### src/rtl/core/i2cm_pkg.sv
`default_nettype none
package i2cm_pkg;

    typedef enum logic [4:0] {
        PH_IDLE     = 5'd0,
        PH_ST_A     = 5'd1,
        PH_ST_B     = 5'd2,
        PH_ST_C     = 5'd3,
        PH_RS_A     = 5'd4,
        PH_W_RISE   = 5'd5,
        PH_W_STR    = 5'd6,
        PH_W_SAMP   = 5'd7,
        PH_W_FALL   = 5'd8,
        PH_W_END    = 5'd9,
        PH_R_RISE   = 5'd10,
        PH_R_STR    = 5'd11,
        PH_R_SAMP   = 5'd12,
        PH_R_FALL   = 5'd13,
        PH_R_END    = 5'd14,
        PH_SP_A     = 5'd15,
        PH_SP_B     = 5'd16,
        PH_SP_C     = 5'd17,
        PH_RC_CHECK = 5'd18,
        PH_RC_HIGH  = 5'd19
    } phase_t;

    localparam logic [2:0] MODE_NONE    = 3'd0;
    localparam logic [2:0] MODE_START   = 3'd1;
    localparam logic [2:0] MODE_WRITE   = 3'd2;
    localparam logic [2:0] MODE_READ    = 3'd3;
    localparam logic [2:0] MODE_STOP    = 3'd4;
    localparam logic [2:0] MODE_RECOVER = 3'd5;

    localparam logic [2:0] ST_OK       = 3'd0;
    localparam logic [2:0] ST_NO_ACK   = 3'd1;
    localparam logic [2:0] ST_WR_FAIL  = 3'd2;
    localparam logic [2:0] ST_RD_TOUT  = 3'd3;
    localparam logic [2:0] ST_RECOVERY = 3'd4;

    localparam logic [1:0] CFG_QUARTER = 2'd0;
    localparam logic [1:0] CFG_HALF    = 2'd1;
    localparam logic [1:0] CFG_STRETCH = 2'd2;
    localparam logic [1:0] CFG_PULSES  = 2'd3;

    typedef struct packed {
        logic [15:0] quarter;
        logic [15:0] half;
        logic [23:0] stretch;
        logic [4:0]  pulses;
    } cfg_t;

    typedef struct packed {
        logic [2:0] mode;
        logic [6:0] target_address;
        logic       read_not_write;
        logic [7:0] tx_byte;
        logic       last_byte;
        logic       sda_in;
        logic       scl_in;
    } tick_t;

    typedef struct packed {
        logic       sda_low;
        logic       scl_low;
        logic [7:0] rx_byte;
        logic       command_done;
        logic [2:0] status;
        logic       busy_res;
    } result_t;

endpackage
`default_nettype wire

### src/rtl/core/i2cm_cfg.sv
`default_nettype none
module i2cm_cfg
    import i2cm_pkg::*;
(
    input  wire logic        aclk,
    input  wire logic        aresetn,
    input  wire logic        cfg_we,
    input  wire logic [1:0]  cfg_idx,
    input  wire logic [23:0] cfg_data,
    output cfg_t             cfg
);
    cfg_t cfg_reg;

    // register file
    always_ff @(posedge aclk) begin
        if (!aresetn) begin
            cfg_reg.quarter <= 16'd600;
            cfg_reg.half    <= 16'd1200;
            cfg_reg.stretch <= 24'd240000;
            cfg_reg.pulses  <= 5'd9;
        end else if (cfg_we) begin
            unique case (cfg_idx)
                CFG_QUARTER: cfg_reg.quarter <= cfg_data[15:0];
                CFG_HALF:    cfg_reg.half    <= cfg_data[15:0];
                CFG_STRETCH: cfg_reg.stretch <= cfg_data;
                CFG_PULSES:  cfg_reg.pulses  <= cfg_data[4:0];
                default:     cfg_reg.pulses  <= cfg_reg.pulses;
            endcase
        end
    end

    assign cfg = cfg_reg;
endmodule
`default_nettype wire

### src/rtl/core/i2cm_engine.sv
`default_nettype none
module i2cm_engine
    import i2cm_pkg::*;
(
    input  wire logic  aclk,
    input  wire logic  aresetn,
    input  wire logic  step,
    input  wire cfg_t  cfg,
    input  wire tick_t tick,
    output result_t    res
);
    phase_t      phase_reg, phase_next;
    logic [15:0] period_reg, period_next;
    logic [23:0] stretch_reg, stretch_next;
    logic [3:0]  bit_reg, bit_next;
    logic [7:0]  shift_reg, shift_next;
    logic [4:0]  pulse_reg, pulse_next;
    logic        sda_reg, sda_next, scl_reg, scl_next;
    logic        held_reg, held_next;
    logic [2:0]  status_reg, status_next;
    logic        done;
    logic [7:0]  rx;
    logic [15:0] qtr, hlf, pdec;
    logic [3:0]  bi1;

    assign qtr  = (cfg.quarter == 16'd0) ? 16'd1 : cfg.quarter;
    assign hlf  = (cfg.half == 16'd0) ? 16'd1 : cfg.half;
    assign pdec = period_reg - 16'd1;
    assign bi1  = bit_reg + 4'd1;

    // next state for one tick
    always_comb begin
        phase_next   = phase_reg;
        period_next  = period_reg;
        stretch_next = stretch_reg;
        bit_next     = bit_reg;
        shift_next   = shift_reg;
        pulse_next   = pulse_reg;
        sda_next     = sda_reg;
        scl_next     = scl_reg;
        held_next    = held_reg;
        status_next  = status_reg;
        done         = 1'b0;
        rx           = 8'd0;
        if (phase_reg == PH_IDLE) begin
            if (tick.mode == MODE_START) begin
                shift_next = {tick.target_address, tick.read_not_write};
                sda_next   = 1'b0;
                if (held_reg) begin
                    phase_next = PH_RS_A; period_next = qtr;
                end else begin
                    scl_next = 1'b0; phase_next = PH_ST_A; period_next = hlf;
                end
            end else if (tick.mode == MODE_WRITE && held_reg) begin
                shift_next = tick.tx_byte; bit_next = 4'd0;
                sda_next = ~tick.tx_byte[7]; phase_next = PH_W_RISE; period_next = qtr;
            end else if (tick.mode == MODE_READ && held_reg) begin
                shift_next = 8'd0; bit_next = 4'd0; pulse_next = {4'd0, tick.last_byte};
                sda_next = 1'b0; phase_next = PH_R_RISE; period_next = qtr;
            end else if (tick.mode == MODE_STOP && held_reg) begin
                status_next = ST_OK; sda_next = 1'b1;
                phase_next = PH_SP_A; period_next = qtr;
            end else if (tick.mode == MODE_RECOVER) begin
                status_next = ST_RECOVERY; sda_next = 1'b0; scl_next = 1'b0;
                pulse_next = 5'd0; phase_next = PH_RC_CHECK; period_next = hlf;
            end
        end else if (phase_reg == PH_W_STR || phase_reg == PH_R_STR) begin
            // clock stretch wait
            if (tick.scl_in) begin
                phase_next  = (phase_reg == PH_W_STR) ? PH_W_SAMP : PH_R_SAMP;
                period_next = qtr;
            end else if (stretch_reg >= cfg.stretch) begin
                if (phase_reg == PH_W_STR && bit_reg[3]) begin
                    status_next = ST_OK; phase_next = PH_IDLE; done = 1'b1; rx = shift_reg;
                end else if (phase_reg == PH_W_STR || bit_reg[3]) begin
                    sda_next = 1'b0; scl_next = 1'b0; held_next = 1'b0;
                    status_next = ST_WR_FAIL; phase_next = PH_IDLE; done = 1'b1;
                end else begin
                    status_next = ST_RD_TOUT; sda_next = 1'b1;
                    phase_next = PH_SP_A; period_next = qtr;
                end
            end else begin
                stretch_next = stretch_reg + 24'd1;
            end
        end else begin
            period_next = pdec;
            if (pdec == 16'd0) begin
                unique case (phase_reg)
                    PH_ST_A: begin
                        sda_next = 1'b1; phase_next = PH_ST_B; period_next = hlf;
                    end
                    PH_ST_B: begin
                        scl_next = 1'b1; phase_next = PH_ST_C; period_next = qtr;
                    end
                    PH_ST_C: begin
                        bit_next = 4'd0; sda_next = ~shift_reg[7];
                        phase_next = PH_W_RISE; period_next = qtr;
                    end
                    PH_RS_A: begin
                        scl_next = 1'b0; phase_next = PH_ST_A; period_next = hlf;
                    end
                    PH_W_RISE: begin
                        scl_next = 1'b0; stretch_next = 24'd0; phase_next = PH_W_STR;
                    end
                    PH_R_RISE: begin
                        scl_next = 1'b0; stretch_next = 24'd0; phase_next = PH_R_STR;
                    end
                    PH_W_SAMP: begin
                        if (!sda_reg && !tick.sda_in) begin
                            // lost arbitration or released ack
                            if (bit_reg[3]) begin
                                status_next = ST_OK; phase_next = PH_IDLE;
                                done = 1'b1; rx = shift_reg;
                            end else begin
                                sda_next = 1'b0; scl_next = 1'b0; held_next = 1'b0;
                                status_next = ST_WR_FAIL; phase_next = PH_IDLE; done = 1'b1;
                            end
                        end else begin
                            phase_next = PH_W_FALL; period_next = qtr;
                        end
                    end
                    PH_R_SAMP: begin
                        shift_next = {shift_reg[6:0], tick.sda_in};
                        phase_next = PH_R_FALL; period_next = qtr;
                    end
                    PH_W_FALL: begin
                        scl_next = 1'b1; phase_next = PH_W_END; period_next = qtr;
                    end
                    PH_R_FALL: begin
                        scl_next = 1'b1; phase_next = PH_R_END; period_next = qtr;
                    end
                    PH_W_END: begin
                        if (bit_reg[3]) begin
                            status_next = ST_OK; phase_next = PH_IDLE;
                            done = 1'b1; rx = shift_reg;
                        end else begin
                            bit_next = bi1; period_next = qtr;
                            if (!bi1[3]) begin
                                sda_next = ~shift_reg[3'd7 - bi1[2:0]];
                                phase_next = PH_W_RISE;
                            end else begin
                                sda_next = 1'b0; phase_next = PH_R_RISE;
                            end
                        end
                    end
                    PH_R_END: begin
                        if (bit_reg[3]) begin
                            if (shift_reg[0]) begin
                                status_next = ST_NO_ACK; sda_next = 1'b1;
                                phase_next = PH_SP_A; period_next = qtr;
                            end else begin
                                held_next = 1'b1; status_next = ST_OK;
                                phase_next = PH_IDLE; done = 1'b1;
                            end
                        end else begin
                            bit_next = bi1; period_next = qtr;
                            if (!bi1[3]) begin
                                sda_next = 1'b0; phase_next = PH_R_RISE;
                            end else begin
                                sda_next = ~pulse_reg[0]; phase_next = PH_W_RISE;
                            end
                        end
                    end
                    PH_SP_A: begin
                        scl_next = 1'b0; phase_next = PH_SP_B; period_next = hlf;
                    end
                    PH_SP_B: begin
                        sda_next = 1'b0; phase_next = PH_SP_C; period_next = hlf;
                    end
                    PH_SP_C: begin
                        held_next = 1'b0; phase_next = PH_IDLE; done = 1'b1;
                        if (status_reg == ST_RECOVERY)
                            status_next = (tick.sda_in && tick.scl_in) ? ST_OK : ST_RECOVERY;
                    end
                    PH_RC_CHECK: begin
                        if (tick.sda_in || pulse_reg >= cfg.pulses) begin
                            sda_next = 1'b1; phase_next = PH_SP_A; period_next = qtr;
                        end else begin
                            scl_next = 1'b1; pulse_next = pulse_reg + 5'd1;
                            phase_next = PH_RC_HIGH; period_next = hlf;
                        end
                    end
                    PH_RC_HIGH: begin
                        scl_next = 1'b0; phase_next = PH_RC_CHECK; period_next = hlf;
                    end
                    default: phase_next = PH_IDLE;
                endcase
            end
        end
    end

    // state register
    always_ff @(posedge aclk) begin
        if (!aresetn) begin
            phase_reg   <= PH_IDLE;
            period_reg  <= 16'd0;
            stretch_reg <= 24'd0;
            bit_reg     <= 4'd0;
            shift_reg   <= 8'd0;
            pulse_reg   <= 5'd0;
            sda_reg     <= 1'b0;
            scl_reg     <= 1'b0;
            held_reg    <= 1'b0;
            status_reg  <= ST_OK;
        end else if (step) begin
            phase_reg   <= phase_next;
            period_reg  <= period_next;
            stretch_reg <= stretch_next;
            bit_reg     <= bit_next;
            shift_reg   <= shift_next;
            pulse_reg   <= pulse_next;
            sda_reg     <= sda_next;
            scl_reg     <= scl_next;
            held_reg    <= held_next;
            status_reg  <= status_next;
        end
    end

    always_comb begin
        res.sda_low      = sda_next;
        res.scl_low      = scl_next;
        res.rx_byte      = rx;
        res.command_done = done;
        res.status       = status_next;
        res.busy_res     = (phase_next != PH_IDLE);
    end
endmodule
`default_nettype wire

### src/rtl/core/i2c_master_controller.sv
// i2c master timing engine, one input item per bus tick
// result: the result of an item appears in the cycle after acceptance (result register)
// throughput: 1 item per cycle, stalled by m_ready; a held result leaves as the next enters
// reset: aresetn synchronous active low; lines released, idle, timing registers at defaults
`default_nettype none
module i2c_master_controller
    import i2cm_pkg::*;
(
    input  wire logic        aclk,
    input  wire logic        aresetn,
    input  wire logic        cfg_we,
    input  wire logic [1:0]  cfg_idx,
    input  wire logic [23:0] cfg_data,
    input  wire logic        s_valid,
    output logic             s_ready,
    input  wire logic [2:0]  s_mode,
    input  wire logic [6:0]  s_target_address,
    input  wire logic        s_read_not_write,
    input  wire logic [7:0]  s_tx_byte,
    input  wire logic        s_last_byte,
    input  wire logic        s_sda_in,
    input  wire logic        s_scl_in,
    output logic             m_valid,
    input  wire logic        m_ready,
    output logic             m_sda_low,
    output logic             m_scl_low,
    output logic [7:0]       m_rx_byte,
    output logic             m_command_done,
    output logic [2:0]       m_status,
    output logic             m_busy_res
);
    cfg_t    cfg;
    tick_t   tick;
    result_t res, res_reg;
    logic    valid_reg, step;

    assign s_ready = !valid_reg || m_ready;
    assign step    = s_valid && s_ready;
    assign tick    = '{s_mode, s_target_address, s_read_not_write, s_tx_byte,
                       s_last_byte, s_sda_in, s_scl_in};

    i2cm_cfg u_cfg (
        .aclk(aclk), .aresetn(aresetn), .cfg_we(cfg_we),
        .cfg_idx(cfg_idx), .cfg_data(cfg_data), .cfg(cfg)
    );

    i2cm_engine u_engine (
        .aclk(aclk), .aresetn(aresetn), .step(step),
        .cfg(cfg), .tick(tick), .res(res)
    );

    // output register
    always_ff @(posedge aclk) begin
        if (!aresetn) begin
            valid_reg <= 1'b0;
        end else if (s_ready) begin
            valid_reg <= s_valid;
        end
    end

    always_ff @(posedge aclk) begin
        if (step) begin
            res_reg <= res;
        end
    end

    assign m_valid        = valid_reg;
    assign m_sda_low      = res_reg.sda_low;
    assign m_scl_low      = res_reg.scl_low;
    assign m_rx_byte      = res_reg.rx_byte;
    assign m_command_done = res_reg.command_done;
    assign m_status       = res_reg.status;
    assign m_busy_res     = res_reg.busy_res;
endmodule
`default_nettype wire

### config.mk
export PLATFORM = sky130hd
export DESIGN_NAME = i2c_master_controller
export DESIGN_NICKNAME = d
export VERILOG_FILES = /design/src/rtl/core/i2cm_pkg.sv /design/src/rtl/core/i2cm_cfg.sv /design/src/rtl/core/i2cm_engine.sv /design/src/rtl/core/i2c_master_controller.sv
export SDC_FILE = /design/constraint.sdc
export NUM_CORES = 1
export LEC_CHECK = 0
export ABC_AREA = 1
export BUFFER_PORTS_ARGS = -buffer_cell sky130_fd_sc_hd__buf_4
export CELL_PAD_IN_SITES_DETAIL_PLACEMENT = 0
export CELL_PAD_IN_SITES_GLOBAL_PLACEMENT = 1
export CORE_ASPECT_RATIO = 1.25
export CORE_MARGIN = 2
export CORE_UTILIZATION = 47
export CTS_CLUSTER_DIAMETER = 100
export DETAILED_ROUTE_END_ITERATION = 16
export HOLD_SLACK_MARGIN = 0.03
export PLACE_DENSITY_LB_ADDON = 0.25
export SYNTH_ARGS = -nofsm -noshare
export SYNTH_HDL_FRONTEND = slang
export SYNTH_SLANG_ARGS = --single-unit
export TNS_END_PERCENT = 30
### constraint.sdc
create_clock -name aclk -period 5.51 [get_ports aclk]
set_input_delay 0 -clock aclk [delete_from_list [all_inputs] [get_ports aclk]]
set_output_delay 0 -clock aclk [all_outputs]
set_load 0.05 [all_outputs]
==> results by group <==
Worst setup path
  – Crit end category: flip-flop
  – R2R Path Start: u_engine.phase_reg[2]
  – Critical Path RT: roughly 5900 ps
  – CP arrival: 3940 ps
  – R2R Path End: u_engine.shift_reg[4]
  – FF-to-FF path depth: 9
  – Setup CP Type: reg -> reg
  – Startpoint types: flip-flop
  – Reg2reg setup slack: 1960 ps
  – Critical-path maximum fanout: 19

Cells and area
  – Most frequent cells in the layout: nand2_1 (371), inv_1 (169), nor2_1 (144)
  – Synthesis-to-layout area growth: 18.27%
  – # nets final: around 1,700
  – Commonest non-fill, non-tap cell in the layout: nand2_1
  – Layout cells sized above 1: 0.1082
  – Max FFs per register: around 60
  – Final Non-Filler Cells: 1,900
  – # fillers: about 2,100
  – ANT cells: 0

Placed design
  – Post-place setup slack: 2166 ps
  – Port Buffer Count: 69
  – Routability cong.: between 0.9 and 1
  – HPWL after DPL: 24,850 um
  – Placed Cells: approximately 1,800

Die
  – Site Rows: between 50 and 60
  – Std-Cell Core Area: 20,740 sq um
  – Die area: roughly 22,000 sq um
  – Ports: 70
  – Die X: ~130 um
  – Die height: 166.0 um
  – Initial Util: 0.4758

Outcome
  – Outcome: finished, final reports clean

STA
  – Worst Max-Slew Pin Slew: approximately 1300 ps
  – Setup WS post-layout: roughly 2000 ps
  – Final Cycle Share: 0.6451
  – Max_slew headroom: 0.1369
  – Post-Route Skew: 11.38 ps
  – Post-layout min period: between 3000 and 4000 ps
  – Final hold vios: 0
  – RSZ-0062 raised after global routing: false
  – Final setup TNS: 0 ps
  – Max-slew violations: 0
  – Finish-stage setup viols: 0
  – F_max: approximately 0.28 GHz

Clocking
  – CTS Root Cell: clkbuf_16
  – CTS Buf Count: 17
  – Buffer count from post-CTS setup fixing: 0
  – Max clock buf depth: 2
  – TritonCTS clock tree: built
  – Post-CTS resize count: 0
  – Clk slew on worst S/H paths: about 80 ps
  – Clock tree sinks: 145
  – H-tree levels: 4
  – Worst skew pair latency: 450 ps

Detailed routing
  – # DRC: 0
  – Vias/cell: approximately 5.5
  – Drt wl/cell: between 15 and 20 um
  – Final ANT Viol Nets: 0
  – Aggregate routed wire length: between 30,000 and 40,000 um
  – Vias: between 10,000 and 15,000
  – Initial DRT Pass Iterations: 6
  – Initial drt markers: between 900 and 1,000

Synth
  – Synth Area in Compound Gates: 0.1918
  – Yosys cell types: 54
  – Top_reg_cell synth: dfxtp_1
  – Seq/Total Area, Yosys: 0.3093
  – #FFs+latches synth: 145
  – Cells after Synth: between 1,500 and 2,000
  – Mux cell area share after synthesis: 0
  – Asr flop ratio synth: 0
  – EDFF count, synth: 15
  – Synth Area in Adders: 0.04564
  – Avg Synthesized Cell Area: 6.519 sq um
  – Largest family of logic cells by synthesized area: simple AND/OR/NAND/NOR gates
  – Post-Synthesis Net Count: around 1,600
  – Synth Cell Area: around 9900 sq um
  – Yosys warnings: 0
  – XOR/XNOR share of the synthesized area: 0.02041
  – Simple-Gate Fraction of Synth Area: 0.3343

Hold path
  – Hold depth: 5
  – Hold Path Class: in -> reg
  – Hold Path End: u_cfg.cfg[12]
  – Min-Delay Startpoint: cfg_idx[0]

Global route
  – Global-route wire length before repair: 53,540 um
  – Largest net degree at the start of global routing: 67
  – Initial antenna violation count: 0
  – Vias in the first global route: between 10,000 and 15,000
  – Global route total overflow: 0
  – GRT Total Usage: 0.3065

Power
  – Switching portion of total power: 0.3731
  – Power density cells: 274.7 nW/um^2
  – Clock power share: 0.367
  – NetSw: ~1200 uW
  – Leak: ~0.0051 uW
  – Internal power: roughly 2000 uW
  – Combinational share of power: 0.265
  – Maximum vdd drop: about 0.22 mV
  – Flop pwr share: 0.368

Job
  – Max-Cap Viols: 0
worst max-delay path by stage:
stage / slack (ps) / depth (start not counted) / startpoint / to
2_1_floorplan: 3330 / 15 / u_engine.period_reg[0] / m_busy_res
6_report: 1960 / 9 / u_engine.phase_reg[2] / u_engine.shift_reg[4]
3_3_place_gp: 2220 / 14 / u_engine.stretch_reg[15] / u_engine.period_reg[8]
5_1_grt: 1570 / 14 / u_engine.stretch_reg[15] / u_engine.period_reg[1]
4_1_cts: 2110 / 14 / u_engine.stretch_reg[15] / u_engine.period_reg[4]
3_5_place_dp: 2170 / 14 / u_engine.stretch_reg[15] / u_engine.period_reg[4]
cell families (layout without fill, tap and decap cells):
| group | Yosys count | count (layout) |
|---|---|---|
| adders and majority gates | 36 | 36 |
| DFF | 145 | 145 |
| buffers and inverters | 242 | 354 |
| AOI/OAI and AO/OA | 335 | 335 |
| xor gates and xnor gates | 23 | 23 |
| and+or+nand+nor | 733 | 733 |
cell type report:
type / instances / area, sq um / area share
multi-input combinational: 1127 / 5844 / 0.5007
sequential: 145 / 3053 / 0.2616
timing repair buffer: 131 / 1126 / 0.09647
inverter: 191 / 718.2 / 0.06153
clock buffer: 17 / 425.4 / 0.03645
tap: 274 / 342.8 / 0.02937
clock inverter: 15 / 162.7 / 0.01394
what timing repair did:
| action | 4_1_cts | 5_1_grt |
|---|---|---|
| hold buffers | 57 | 0 |
| endpoints found under the hold margin | 71 | 0 |
| setup endpoints to repair | 0 | 0 |
critical path: stages (launching register included):
cell	delay (ps)
dfxtp_1	440
nor2_4	260
inv_1	100
nor2_4	490
nand2_2	240
nor2_1	480
a21oi_1	170
dlygate4sd3_1	620
a21oi_1	140
dlygate4sd3_1	550
per-stage QoR:
stage	util	total power, uW	hold WS [ps]	area (sq um)
finish	0.5627	3206	61.96	11670
global route	0.5627	3357	79.91	11670
CTS	0.5627	3206	52.20	11670
detailed placement	0.5068	2007	235.5	10510
global placement	0.5068	2004	228.7	10510
floorplan	-	1772	126.3	9869
metal layers:
| metal | global-route usage | up-vias | share of wire |
|---|---|---|---|
| met2 | 0.5332 | 377 | 0.49 |
| met4 | 0.1184 | 0 | 0.032 |
| met5 | 0 | - | 0 |
| met1 | 0.3788 | 4776 | 0.42 |
| li1 | - | 5255 | - |
| met3 | 0.04853 | 76 | 0.058 |
power groups by stage:
stage / Sequential [uW] / Clock [uW] / Combinational [uW]
2_1_floorplan: 1210 / 0 / 558
3_3_place_gp: 1200 / 0 / 801
3_5_place_dp: 1200 / 0 / 803
4_1_cts: 1180 / 1190 / 840
5_1_grt: 1190 / 1230 / 940
6_report: 1180 / 1180 / 848
synth_stat cells, types with 9 or more instances:
library cell | number | share of area
nand2_1 | 371 | 0.14
nor2_4 | 11 | 0.013
o221ai_1 | 9 | 0.0080
nand4_1 | 33 | 0.021
ha_1 | 36 | 0.046
nor2_1 | 144 | 0.055
o21ai_0 | 97 | 0.049
o211ai_1 | 26 | 0.020
inv_2 | 13 | 0.0049
edfxtp_1 | 15 | 0.046
a22oi_1 | 12 | 0.0091
nor3_1 | 19 | 0.0096
buf_2 | 17 | 0.0086
nand2_2 | 12 | 0.0076
nor2_2 | 11 | 0.0070
a21oi_1 | 141 | 0.072
clkbuf_1 | 28 | 0.011
xor2_1 | 16 | 0.014
nor4_1 | 11 | 0.0070
o22ai_1 | 12 | 0.0076
inv_1 | 170 | 0.065
dfxtp_1 | 130 | 0.26
nand3_1 | 99 | 0.050
o21ai_1 | 16 | 0.0081
No activity file was read; power rests on OpenSTA's default activity.
